## src/design/rti_pkg.sv

```systemverilog
package rti_pkg;

  localparam int unsigned CAPACITY_DEF = 32;

  localparam int unsigned KEY_W    = 32;
  localparam int unsigned IDENT_W  = 32;
  localparam int unsigned CVAL_W   = 31;
  localparam int unsigned CMD_W    = 2;
  localparam int unsigned STATUS_W = 2;
  localparam int unsigned POS_W    = 5;
  localparam int unsigned COUNT_W  = 6;

  localparam logic [CMD_W-1:0] CMD_INSERT   = 2'd0;
  localparam logic [CMD_W-1:0] CMD_LOOKUP   = 2'd1;
  localparam logic [CMD_W-1:0] CMD_CLEAR    = 2'd2;
  localparam logic [CMD_W-1:0] CMD_SETCOUNT = 2'd3;

  localparam logic [STATUS_W-1:0] STATUS_DONE = 2'd0;
  localparam logic [STATUS_W-1:0] STATUS_FULL = 2'd1;
  localparam logic [STATUS_W-1:0] STATUS_MISS = 2'd2;
  localparam logic [STATUS_W-1:0] STATUS_HIT  = 2'd3;

  localparam logic [CVAL_W-1:0] STAG_MAX = {CVAL_W{1'b1}};
  localparam logic [KEY_W-1:0]  KEY_NONE = {KEY_W{1'b1}};

  // Flags from the shared comparator
  typedef struct packed {
    logic gt;  // stored operand above the probe
    logic eq;  // operands equal
  } cmp_res_t;

endpackage

```

## src/design/rti_ram.sv

```systemverilog
module rti_ram #(
  parameter int unsigned WIDTH = 32,
  parameter int unsigned DEPTH = 32
) (
  input  logic                     clk_i,
  input  logic                     we_i,
  input  logic [$clog2(DEPTH)-1:0] waddr_i,
  input  logic [WIDTH-1:0]         wdata_i,
  input  logic [$clog2(DEPTH)-1:0] raddr_i,
  output logic [WIDTH-1:0]         rdata_o
);

  logic [WIDTH-1:0] mem [DEPTH];
  logic [WIDTH-1:0] rdata_q;

  always_ff @(posedge clk_i) begin
    if (we_i) begin
      mem[waddr_i] <= wdata_i;
    end
    rdata_q <= mem[raddr_i];
  end

  assign rdata_o = rdata_q;

endmodule

```

## src/design/rti_cmp.sv

```systemverilog
module rti_cmp
  import rti_pkg::*;
(
  input  logic [KEY_W-1:0] stored_i,
  input  logic [KEY_W-1:0] probe_i,
  output cmp_res_t         res_o
);

  // One subtractor serves both the key order test and the ident match
  logic [KEY_W:0] diff;

  assign diff     = {1'b0, probe_i} - {1'b0, stored_i};
  assign res_o.gt = diff[KEY_W];
  assign res_o.eq = (diff[KEY_W-1:0] == '0);

endmodule

```

## src/design/ranked_table_insert.sv

```systemverilog
// Channel | Direction | Handshake             | Payload
// in      | sink      | in_valid_i/in_ready_o | command_i key_i ident_i count_value_i
// out     | source    | out_valid_o/out_ready_i | status_o position_o best_key_o
//         |           |                       | worst_key_o entry_count_o stagnation_o
//
// One command at a time; in_ready_o is high only while the sequencer idles.
// From the input transfer: an insert walks keys from the tail, moving each
// larger entry down one place, then writes the newcomer; a lookup walks idents
// from the head to the first match or the end; clear, set and a refused insert
// go straight to the result. Each entry visited passes the single registered
// read port and then the shared comparator. Reset empties the table at once.
// A stalled result holds in the output register; the next command may be taken
// meanwhile and its result waits until that transfer completes.
module ranked_table_insert
  import rti_pkg::*;
#(
  parameter int unsigned CAPACITY = CAPACITY_DEF
) (
  input  logic                clk_i,
  input  logic                rst_ni,
  input  logic                in_valid_i,
  output logic                in_ready_o,
  input  logic [CMD_W-1:0]    command_i,
  input  logic [KEY_W-1:0]    key_i,
  input  logic [IDENT_W-1:0]  ident_i,
  input  logic [CVAL_W-1:0]   count_value_i,
  output logic                out_valid_o,
  input  logic                out_ready_i,
  output logic [STATUS_W-1:0] status_o,
  output logic [POS_W-1:0]    position_o,
  output logic [KEY_W-1:0]    best_key_o,
  output logic [KEY_W-1:0]    worst_key_o,
  output logic [COUNT_W-1:0]  entry_count_o,
  output logic [CVAL_W-1:0]   stagnation_o
);

  localparam int unsigned AW = (CAPACITY > 1) ? $clog2(CAPACITY) : 1;
  localparam int unsigned CW = $clog2(CAPACITY + 1);

  // Sequencer states
  localparam logic [2:0] S_IDLE  = 3'd0;
  localparam logic [2:0] S_READ  = 3'd1;
  localparam logic [2:0] S_CMP   = 3'd2;
  localparam logic [2:0] S_WRITE = 3'd3;
  localparam logic [2:0] S_RESP  = 3'd4;

  logic [2:0]          state_q, state_d;
  logic [CW-1:0]       count_q, count_d;
  logic [CW-1:0]       idx_q, idx_d;
  logic [AW-1:0]       pos_q, pos_d;
  logic [CVAL_W-1:0]   stag_q, stag_d;
  logic [STATUS_W-1:0] status_q, status_d;
  logic                out_valid_q, out_valid_d;

  // Latched command payload
  logic [CMD_W-1:0]   cmd_q;
  logic [KEY_W-1:0]   key_q;
  logic [IDENT_W-1:0] ident_q;
  logic [KEY_W-1:0]   best_q, best_d;
  logic [KEY_W-1:0]   worst_q, worst_d;

  logic [STATUS_W-1:0] out_status_q;
  logic [POS_W-1:0]    out_pos_q;
  logic [KEY_W-1:0]    out_best_q, out_worst_q;
  logic [COUNT_W-1:0]  out_count_q;
  logic [CVAL_W-1:0]   out_stag_q;

  logic               in_xfer, out_load;
  logic               we;
  logic [AW-1:0]      waddr, raddr;
  logic [KEY_W-1:0]   wkey, rkey;
  logic [IDENT_W-1:0] wident, rident;
  logic [CW-1:0]      idx_inc;
  logic [31:0]        pos_wide, count_wide;
  cmp_res_t           cmp_res;

  assign in_ready_o = (state_q == S_IDLE);
  assign in_xfer    = in_valid_i && in_ready_o;
  assign out_load   = (state_q == S_RESP) && (!out_valid_q || out_ready_i);
  assign idx_inc    = idx_q + CW'(1);
  assign raddr      = idx_q[AW-1:0];

  rti_ram #(.WIDTH(KEY_W), .DEPTH(CAPACITY)) u_key_ram (
    .clk_i   (clk_i),
    .we_i    (we),
    .waddr_i (waddr),
    .wdata_i (wkey),
    .raddr_i (raddr),
    .rdata_o (rkey)
  );

  rti_ram #(.WIDTH(IDENT_W), .DEPTH(CAPACITY)) u_ident_ram (
    .clk_i   (clk_i),
    .we_i    (we),
    .waddr_i (waddr),
    .wdata_i (wident),
    .raddr_i (raddr),
    .rdata_o (rident)
  );

  // Insert walks keys from the tail; lookup walks idents from the head
  rti_cmp u_cmp (
    .stored_i ((cmd_q == CMD_INSERT) ? rkey : rident),
    .probe_i  ((cmd_q == CMD_INSERT) ? key_q : ident_q),
    .res_o    (cmp_res)
  );

  always_comb begin
    state_d     = state_q;
    count_d     = count_q;
    idx_d       = idx_q;
    pos_d       = pos_q;
    stag_d      = stag_q;
    status_d    = status_q;
    best_d      = best_q;
    worst_d     = worst_q;
    out_valid_d = out_valid_q;
    we          = 1'b0;
    waddr       = idx_inc[AW-1:0];
    wkey        = rkey;
    wident      = rident;

    if (out_valid_q && out_ready_i) begin
      out_valid_d = 1'b0;
    end

    case (state_q)
      S_IDLE: begin
        if (in_xfer) begin
          status_d = STATUS_DONE;
          pos_d    = '0;
          state_d  = S_RESP;
          case (command_i)
            CMD_INSERT: begin
              if (count_q == CW'(CAPACITY)) begin
                status_d = STATUS_FULL;
              end else if (count_q == '0) begin
                state_d = S_WRITE;
              end else begin
                idx_d   = count_q - CW'(1);
                state_d = S_READ;
              end
            end
            CMD_LOOKUP: begin
              if (count_q == '0) begin
                status_d = STATUS_MISS;
              end else begin
                idx_d   = '0;
                state_d = S_READ;
              end
            end
            CMD_CLEAR: begin
              count_d = '0;
            end
            default: begin
              stag_d = count_value_i;
            end
          endcase
        end
      end
      S_READ: begin
        state_d = S_CMP;
      end
      S_CMP: begin
        if (cmd_q == CMD_INSERT) begin
          if (cmp_res.gt) begin
            // Shift the larger entry down one place
            we = 1'b1;
            if (idx_q == '0) begin
              pos_d   = '0;
              state_d = S_WRITE;
            end else begin
              idx_d   = idx_q - CW'(1);
              state_d = S_READ;
            end
          end else begin
            pos_d   = idx_inc[AW-1:0];
            state_d = S_WRITE;
          end
        end else begin
          if (cmp_res.eq) begin
            status_d = STATUS_HIT;
            pos_d    = idx_q[AW-1:0];
            state_d  = S_RESP;
          end else if (idx_inc == count_q) begin
            status_d = STATUS_MISS;
            state_d  = S_RESP;
          end else begin
            idx_d   = idx_inc;
            state_d = S_READ;
          end
        end
      end
      S_WRITE: begin
        we      = 1'b1;
        waddr   = pos_q;
        wkey    = key_q;
        wident  = ident_q;
        count_d = count_q + CW'(1);
        if (pos_q == '0) begin
          best_d = key_q;
          stag_d = '0;
        end else if (stag_q != STAG_MAX) begin
          stag_d = stag_q + CVAL_W'(1);
        end
        if (CW'(pos_q) == count_q) begin
          worst_d = key_q;
        end
        state_d = S_RESP;
      end
      S_RESP: begin
        // Hold the result until the output register is free
        if (out_load) begin
          out_valid_d = 1'b1;
          state_d     = S_IDLE;
        end
      end
      default: begin
        state_d = S_IDLE;
      end
    endcase
  end

  always_ff @(posedge clk_i or negedge rst_ni) begin
    if (!rst_ni) begin
      state_q     <= S_IDLE;
      count_q     <= '0;
      stag_q      <= '0;
      out_valid_q <= 1'b0;
    end else begin
      state_q     <= state_d;
      count_q     <= count_d;
      stag_q      <= stag_d;
      out_valid_q <= out_valid_d;
    end
  end

  always_ff @(posedge clk_i) begin
    idx_q    <= idx_d;
    pos_q    <= pos_d;
    status_q <= status_d;
    best_q   <= best_d;
    worst_q  <= worst_d;
    if (in_xfer) begin
      cmd_q   <= command_i;
      key_q   <= key_i;
      ident_q <= ident_i;
    end
  end

  assign pos_wide   = 32'(pos_q);
  assign count_wide = 32'(count_q);

  // Output register: loaded once the table state reflects the command
  always_ff @(posedge clk_i) begin
    if (out_load) begin
      out_status_q <= status_q;
      out_pos_q    <= pos_wide[POS_W-1:0];
      out_best_q   <= (count_q == '0) ? KEY_NONE : best_q;
      out_worst_q  <= (count_q == '0) ? KEY_NONE : worst_q;
      out_count_q  <= count_wide[COUNT_W-1:0];
      out_stag_q   <= stag_q;
    end
  end

  assign out_valid_o   = out_valid_q;
  assign status_o      = out_status_q;
  assign position_o    = out_pos_q;
  assign best_key_o    = out_best_q;
  assign worst_key_o   = out_worst_q;
  assign entry_count_o = out_count_q;
  assign stagnation_o  = out_stag_q;

endmodule

```

## config.mk

```make
export PLATFORM = sky130hd
export DESIGN_NAME = ranked_table_insert
export DESIGN_NICKNAME = d
export VERILOG_FILES = /design/src/design/rti_pkg.sv /design/src/design/rti_ram.sv /design/src/design/rti_cmp.sv /design/src/design/ranked_table_insert.sv
export SDC_FILE = /design/constraint.sdc
export NUM_CORES = 2
export LEC_CHECK = 0
export BUFFER_PORTS_ARGS = -buffer_cell sky130_fd_sc_hd__buf_2
export CORE_ASPECT_RATIO = 1.5
export CORE_UTILIZATION = 40
export DETAILED_ROUTE_END_ITERATION = 8
export PLACE_DENSITY_LB_ADDON = 0.1
export SYNTH_ARGS = -nofsm -noshare
export SYNTH_HDL_FRONTEND = slang
export SYNTH_SLANG_ARGS = --single-unit
```

## constraint.sdc

```tcl
create_clock -name clk_i -period 22.9 [get_ports clk_i]
set_input_delay 0 -clock clk_i [delete_from_list [all_inputs] [get_ports clk_i]]
set_output_delay 0 -clock clk_i [all_outputs]
set_load 0.01 [all_outputs]
```

# Yosys cells after proc, flatten, opt, wreduce, memory -nomap -nowiden
# Memory sizes are Yosys's and may differ from the RTL's. A register that Yosys moved wholly into a read port is not among the register bits.
# Index checks and enable logic that the tools add are counted.
[totals]
mem_bits_rw = 2048
n_memories = 2
in_bits = 101
reg_bits = 292
[memory_table]
columns = ["name", "depth", "word_bits", "rd", "rd_ports_with_merged_regs", "wr", "line", "text"]
rows = [
  ["u_ident_ram.mem", 32, 32, 1, 1, 1, "rti_ram.sv:13", "logic [WIDTH-1:0] mem [DEPTH];"],
  ["u_key_ram.mem", 32, 32, 1, 1, 1, "rti_ram.sv:13", ""],
]
[op_classes]
addsub = 6
reduce_logical = 23
n_eq_ne = 27
n_mux = 58
[op_table]
columns = ["operator", "count"]
rows = [
  ["32-bit 2-to-1 mux", 4],
  ["31-bit 2-to-1 mux", 4],
  ["6-bit 2-to-1 mux", 11],
  ["31-bit case mux with 2 select lines", 1],
  ["6-bit case mux with 2 select lines", 3],
  ["32-bit by 32-bit subtractor with 33-bit output", 1],
  ["32-bit zero test", 1],
  ["31-bit by 1-bit adder with 31-bit output (second input constant)", 1],
  ["31-bit != test (second input constant)", 1],
  ["5-bit 2-to-1 mux", 6],
  ["3-bit != test (second input constant)", 9],
  ["3-bit 2-to-1 mux", 8],
  ["3-bit case mux with 5 select lines", 1],
  ["2-bit 2-to-1 mux", 7],
  ["6-bit by 1-bit adder with 6-bit output (second input constant)", 2],
  ["6-bit zero test", 2],
  ["4-bit AND reduction", 3],
  ["6-bit by 1-bit subtractor with 6-bit output (second input constant)", 2],
  ["5-bit case mux with 2 select lines", 1],
  ["10-bit AND reduction", 1],
  ["1-bit 2-to-1 mux", 8],
  ["2-bit case mux with 2 select lines", 2],
  ["3-bit by 2-bit == test with 1-bit output (second input constant)", 2],
  ["5-bit by 6-bit == test with 1-bit output", 1],
  ["23 further kinds", 32],
]

# Depth between registers and ports, before layout
[depth]
word_depth = 8
ltp_mapped = 18
mapped_depth_nobuf = 14

# Hierarchy
# A second synthesis with hierarchy kept.
[unflattened]
hier_cells = 6050
area_unflattened_um2 = 96301.1
[by_module_without_submodules]
columns = ["mod", "seq_area_each_um2", "instances", "cells_per_inst", "area_per_inst_um2"]
rows = [
  ["rti_ram (u_ident_ram)", 31390.1, 1, 2260, 40492.6],
  ["rti_ram (u_key_ram)", 31390.1, 1, 2260, 40485.1],
  ["ranked_table_insert", 8563.2, 1, 1196, 13166.4],
  ["rti_cmp", 0.0, 1, 334, 2157.1],
]

# Least setup slack after synthesis
# OpenSTA, ideal clock, no wires.
[synth_timing]
kind = "flip-flop to flip-flop"
from = "register cmd_q[1]"
to = "memory u_ident_ram.mem[13][0] (enable)"
setup_slack_ns = 12.943
period_less_slack_ns = 9.957
stages_incl_launch_ff = 19
setup_ns = 0.644
arrival_ns = 9.313
required_time_ns = 22.256
cell_sequence = "edfxtp_1 > or2_2 > clkbuf_1 > clkbuf_1 > clkbuf_1 > nand2_1 > nand2_1 > ha_1 > buf_2 > o21a_1 > o21ai_0 > a21oi_2 > a211o_1 > nand3_1 > a211oi_1 > nor2_4 > a21oi_1 > buf_2 > nor4_1"
[synth_via]
elab_chain_cells = 8
word_cells_on_any_way = 9
cone_classes = "add/sub: 1; mux: 7; reduce/logical: 1"
[synth_lines]
columns = ["element", "line", "text"]
rows = [
  ["start, declared", "ranked_table_insert.sv:56", "logic [CMD_W-1:0] cmd_q;"],
  ["start signal, assigned", "ranked_table_insert.sv:245", "cmd_q <= command_i;"],
  ["2-bit zero test (*)", "ranked_table_insert.sv:103, ranked_table_insert.sv:104, ranked_table_insert.sv:165", ""],
  ["32-bit 2-to-1 mux, on equally long branches", "ranked_table_insert.sv:104, ranked_table_insert.sv:103", ""],
  ["32-bit by 32-bit subtractor with 33-bit output", "rti_cmp.sv:12", "assign diff = {1'b0, probe_i} - {1'b0, stored_i};"],
  ["1-bit 2-to-1 mux", "ranked_table_insert.sv:166", "if (cmp_res.gt) begin"],
  ["1-bit 2-to-1 mux (*)", "ranked_table_insert.sv:165", "if (cmd_q == CMD_INSERT) begin"],
  ["1-bit case mux with 2 select lines (*)", "ranked_table_insert.sv:127", "case (state_q)"],
  ["1-bit 2-to-1 mux (*)", "rti_ram.sv:17", "if (we_i) begin"],
  ["1-bit 2-to-1 mux (implied by the code) (*)", "rti_ram.sv:18", "mem[waddr_i] <= wdata_i;"],
  ["end, declared", "rti_ram.sv:13", ""],
]
# Mark *: on every way between the ends. The rest lies on a longest branch, timed or not.

# Final worst setup path
[layout_timing]
from = "register cmd_q[1]"
to = "memory u_ident_ram.mem[7][0] (enable)"
# Same word-level chain as after synthesis.

==> reports/metrics.cfg <==
[critical_path]
slowest_delay_ns = 0.83
rr_worst_depth = 16
arrival_ns = 6.83
worstReg2RegEnd = u_ident_ram.mem[7][0]$_DFFE_PP_
slowest_stage = nor2_4
rrSetupSlack_ns = 16.55
cp_data_required_time_ns = 23.38
path_cells = nor2_4, buf_4, mux2i_1, ha_1, a21oi_2, o21ai_0, a211o_1, a211o_1, nand3_1, a211oi_1, nor2_4, a22oi_1, buf_4, or2_2, nor2_4, buf_4
cp_max_fo = 73
r2r_start = cmd_q[1]$_DFFE_PP_
cp-start-kind = register
end_kind = register
critPathKind = register to register

[yosys]
synth_area_leaders = edfxtp_1, mux4_2, nand2_1, dfxtp_1, dfrtp_1
yosys.area.top_type_share_pct = 73.54
synth_cells = 4477
synth_cell_types = 87
yosysMostFrequentCell = edfxtp_1
syn-num-nets = 4616
synth_largest_area_cell = edfxtp_1
synth-async-reset-ratio_pct = 1.705
ys_seq_elements = 2404
seq_area_frac_synth_pct = 76.00
synth_edf_count = 2299
synth_commonest_cells = edfxtp_1, mux4_2, nand2_1
syn-cell-area_mm2 = 0.09387
yosys_warnings = 0
synthFlopType = edfxtp_1
synth.avg_cell_area_um2 = 20.97

[global_route]
grt_overflow = 0
antenna_found_initial = 16
grt_pass1_wl_mm = 368.7
grt_max_degree = 130
grt_pass1_vias = 48208
grtUsageTotal_pct = 21.98

[sta]
period_needed_ns = 6.348
setup-tns-final_ns = 0
hold_ws_ns = 0.05853
finalCritPeriodShare_pct = 27.72
worst_pin_slew_ns = 1.312
clock_skew_ns = 0.05348
fmax_mhz = 157.5
slew_viol_final = 0
hold_violations = 0
max_slew_margin_pct = 12.53
setup_viol_count_final = 0
rsz0062_at_grt = no

[job]
max_cap_violations = 0

[die]
start_util_pct = 40.25
fp.dieW_um = 397.5
dieArea_mm2 = 0.2367
dieHeight_um = 595.3
rows = 217
core-area_mm2 = 0.2332
io-pin-count = 211

[status]
outcome = finished, final reports clean

[cells_and_area]
nNetsFinal = 5150
layout-drive-gt1-share_pct = 29.14
syn_to_final_growth_pct = 15.29

[clocking]
insertion_delay_ns = 0.89
post_cts_buffers = 0
cts_root_buf = clkbuf_16
htreeDepth = 4
cts_resized = 0
cts_tree = done
max-clock-path-buffers = 4
clk_pin_slew_ns = 0.07
cts_buffers = 228
clock_sink_count = 2404

[pwr]
clock_power_share_pct = 25.7
internal_power_w = 0.009633
comb_power_share_pct = 32.7
ir_drop_mv = 0.1215
netSwitchingFraction_pct = 33.26
powerDensity_mw_per_mm2 = 133.4
switchingPower_w = 0.004800
p_seq_share_pct = 41.6
leakagePower_nw = 34.71

[detailed_routing]
drcViolationCount = 0
drtIter0Drc = 4292
num_vias = 46489
vias_per_cell = 5.626
wl_mm = 260.3
wire_per_inst_um = 31.51
ant_nets = 0
drt_pass1_iterations = 5

[min_path]
hold_path_end = stag_q[17]$_DFFE_PN0P_
hold_class = input port to register
hold_depth = 4
hold_start = count_value_i[17]

[placement]
gp_congestion = 0.8513
dp_hpwl_mm = 152.5
io_buffers = 210

cells in the final DEF (no fill, tap or decap), drive strengths merged, types with 7 or more instances in the layout:
master and instances:
nor2b 10, clkinv 106, xnor2 31, o21a 12, nand3 22, xor2 14, a21oi 79, mux2 64
a211oi 9, nor4 13, a31oi 9, nand2b 10, dlygate4sd3 191, dfrtp 41, bufinv 16, and3 16
a22oi 13, edfxtp 2299, a21o 7, ha 38, nor3b 8, mux4 640, dfxtp 64, o21ai 98
clkbuf 283, nand2 365, nand4 15, o22ai 11, mux2i 38, nor3 39, nor2 106, buf 342
inv 30, or2 72
sequential cells by signal, summed over array words and instances, names as in the netlist:
register / count
pos_q: 5
worst_q: 32
status_q: 2
best_q: 32
cmd_q: 2
u_key_ram.rdata_o: 32
u_key_ram.mem: 1024
ident_q: 32
stagnation_o: 31
position_o: 5
u_ident_ram.rdata_o: 32
key_q: 32
best_key_o: 32
stag_q: 31
count_q: 6
state_q: 3
idx_q: 6
entry_count_o: 6
status_o: 2
u_ident_ram.mem: 1024
worst_key_o: 32
out_valid_o: 1
metrics by stage:
| stage | area, um2 | total power, W | utilization [%] | instances | worst slack, ns |
|---|---|---|---|---|---|
| floorplan | 93870 | 0.009022 | - | 4477 | 12.94 |
| global placement | 99130 | 0.01085 | 42.50 | 7655 | 16.69 |
| detailed placement | 99130 | 0.01087 | 42.50 | 7655 | 16.57 |
| CTS | 108200 | 0.01461 | 46.40 | 8261 | 16.53 |
| global route | 108200 | 0.01500 | 46.40 | 8262 | 16.19 |
| finish | 108200 | 0.01443 | 46.40 | 8263 | 16.55 |
worst max-delay path: cells and delay by family, from the launching register on:
family / cells / cell delay [ns]
fa+ha+maj: 1 / 0.48
flops: 1 / 0.43
simple gates: 5 / 1.70
mux: 1 / 0.22
compound gates: 6 / 1.20
buf+inv: 3 / 1.81
timing repair:
action	CTS	global route
endpoints found under the hold margin	163	0
hold buffers	192	0
endpoints found under the setup margin	0	0
power groups by stage:
stage	Sequential, W	Combinational, W	Clock (W)
6_report	0.00601	0.00472	0.00370
5_1_grt	0.00602	0.00504	0.00393
3_5_place_dp	0.00610	0.00477	0
2_1_floorplan	0.00596	0.00306	0
4_1_cts	0.00601	0.00481	0.00379
3_3_place_gp	0.00610	0.00476	0
how the worst max path moves through the flow:
stage / start / depth (start not counted) / to
3_3_place_gp: cmd_q[1]$_DFFE_PP_ / 16 / u_key_ram.mem[16][4]$_DFFE_PP_
4_1_cts: cmd_q[1]$_DFFE_PP_ / 16 / u_ident_ram.mem[7][0]$_DFFE_PP_
3_5_place_dp: cmd_q[1]$_DFFE_PP_ / 16 / u_ident_ram.mem[7][0]$_DFFE_PP_
2_1_floorplan: cmd_q[1]$_DFFE_PP_ / 18 / u_ident_ram.mem[13][0]$_DFFE_PP_
5_1_grt: cmd_q[1]$_DFFE_PP_ / 16 / u_ident_ram.mem[7][0]$_DFFE_PP_
6_report: cmd_q[1]$_DFFE_PP_ / 16 / u_ident_ram.mem[7][0]$_DFFE_PP_
area by class of cell:
| cell class | count | area [um2] |
|---|---|---|
| flip-flops and latches | 2404 | 71340 |
| clock inverters | 131 | 1072 |
| clock buffers | 283 | 6076 |
| diodes | 2 | 5.005 |
| repair buffers | 533 | 4036 |
| multi-input cells | 1817 | 21750 |
| well taps | 3066 | 3836 |
| inverters | 27 | 102.6 |
| fillers | 19446 | 125000 |
routing by layer:
metal / GRT usage (%) / part of all wire, %
met1: 29.25 / 41
met3: 2.724 / 4.6
met4: 5.127 / 2.2
met5: 0 / 0.010
met2: 38.33 / 52
logic make-up after synthesis:
| kind of cell | count (synthesis) | share of synthesized area [%] |
|---|---|---|
| flip-flops | 2404 | 76.00 |
| multiplexers | 742 | 16.53 |
| AND/OR/NAND/NOR | 713 | 3.574 |
| AO/OA/AOI/OAI | 279 | 1.882 |
| buffers and inverters | 256 | 1.088 |
| XOR/XNOR | 45 | 0.4199 |
| adder cells (fa/ha/maj) | 38 | 0.5065 |
(Power assumes the default switching activity.)
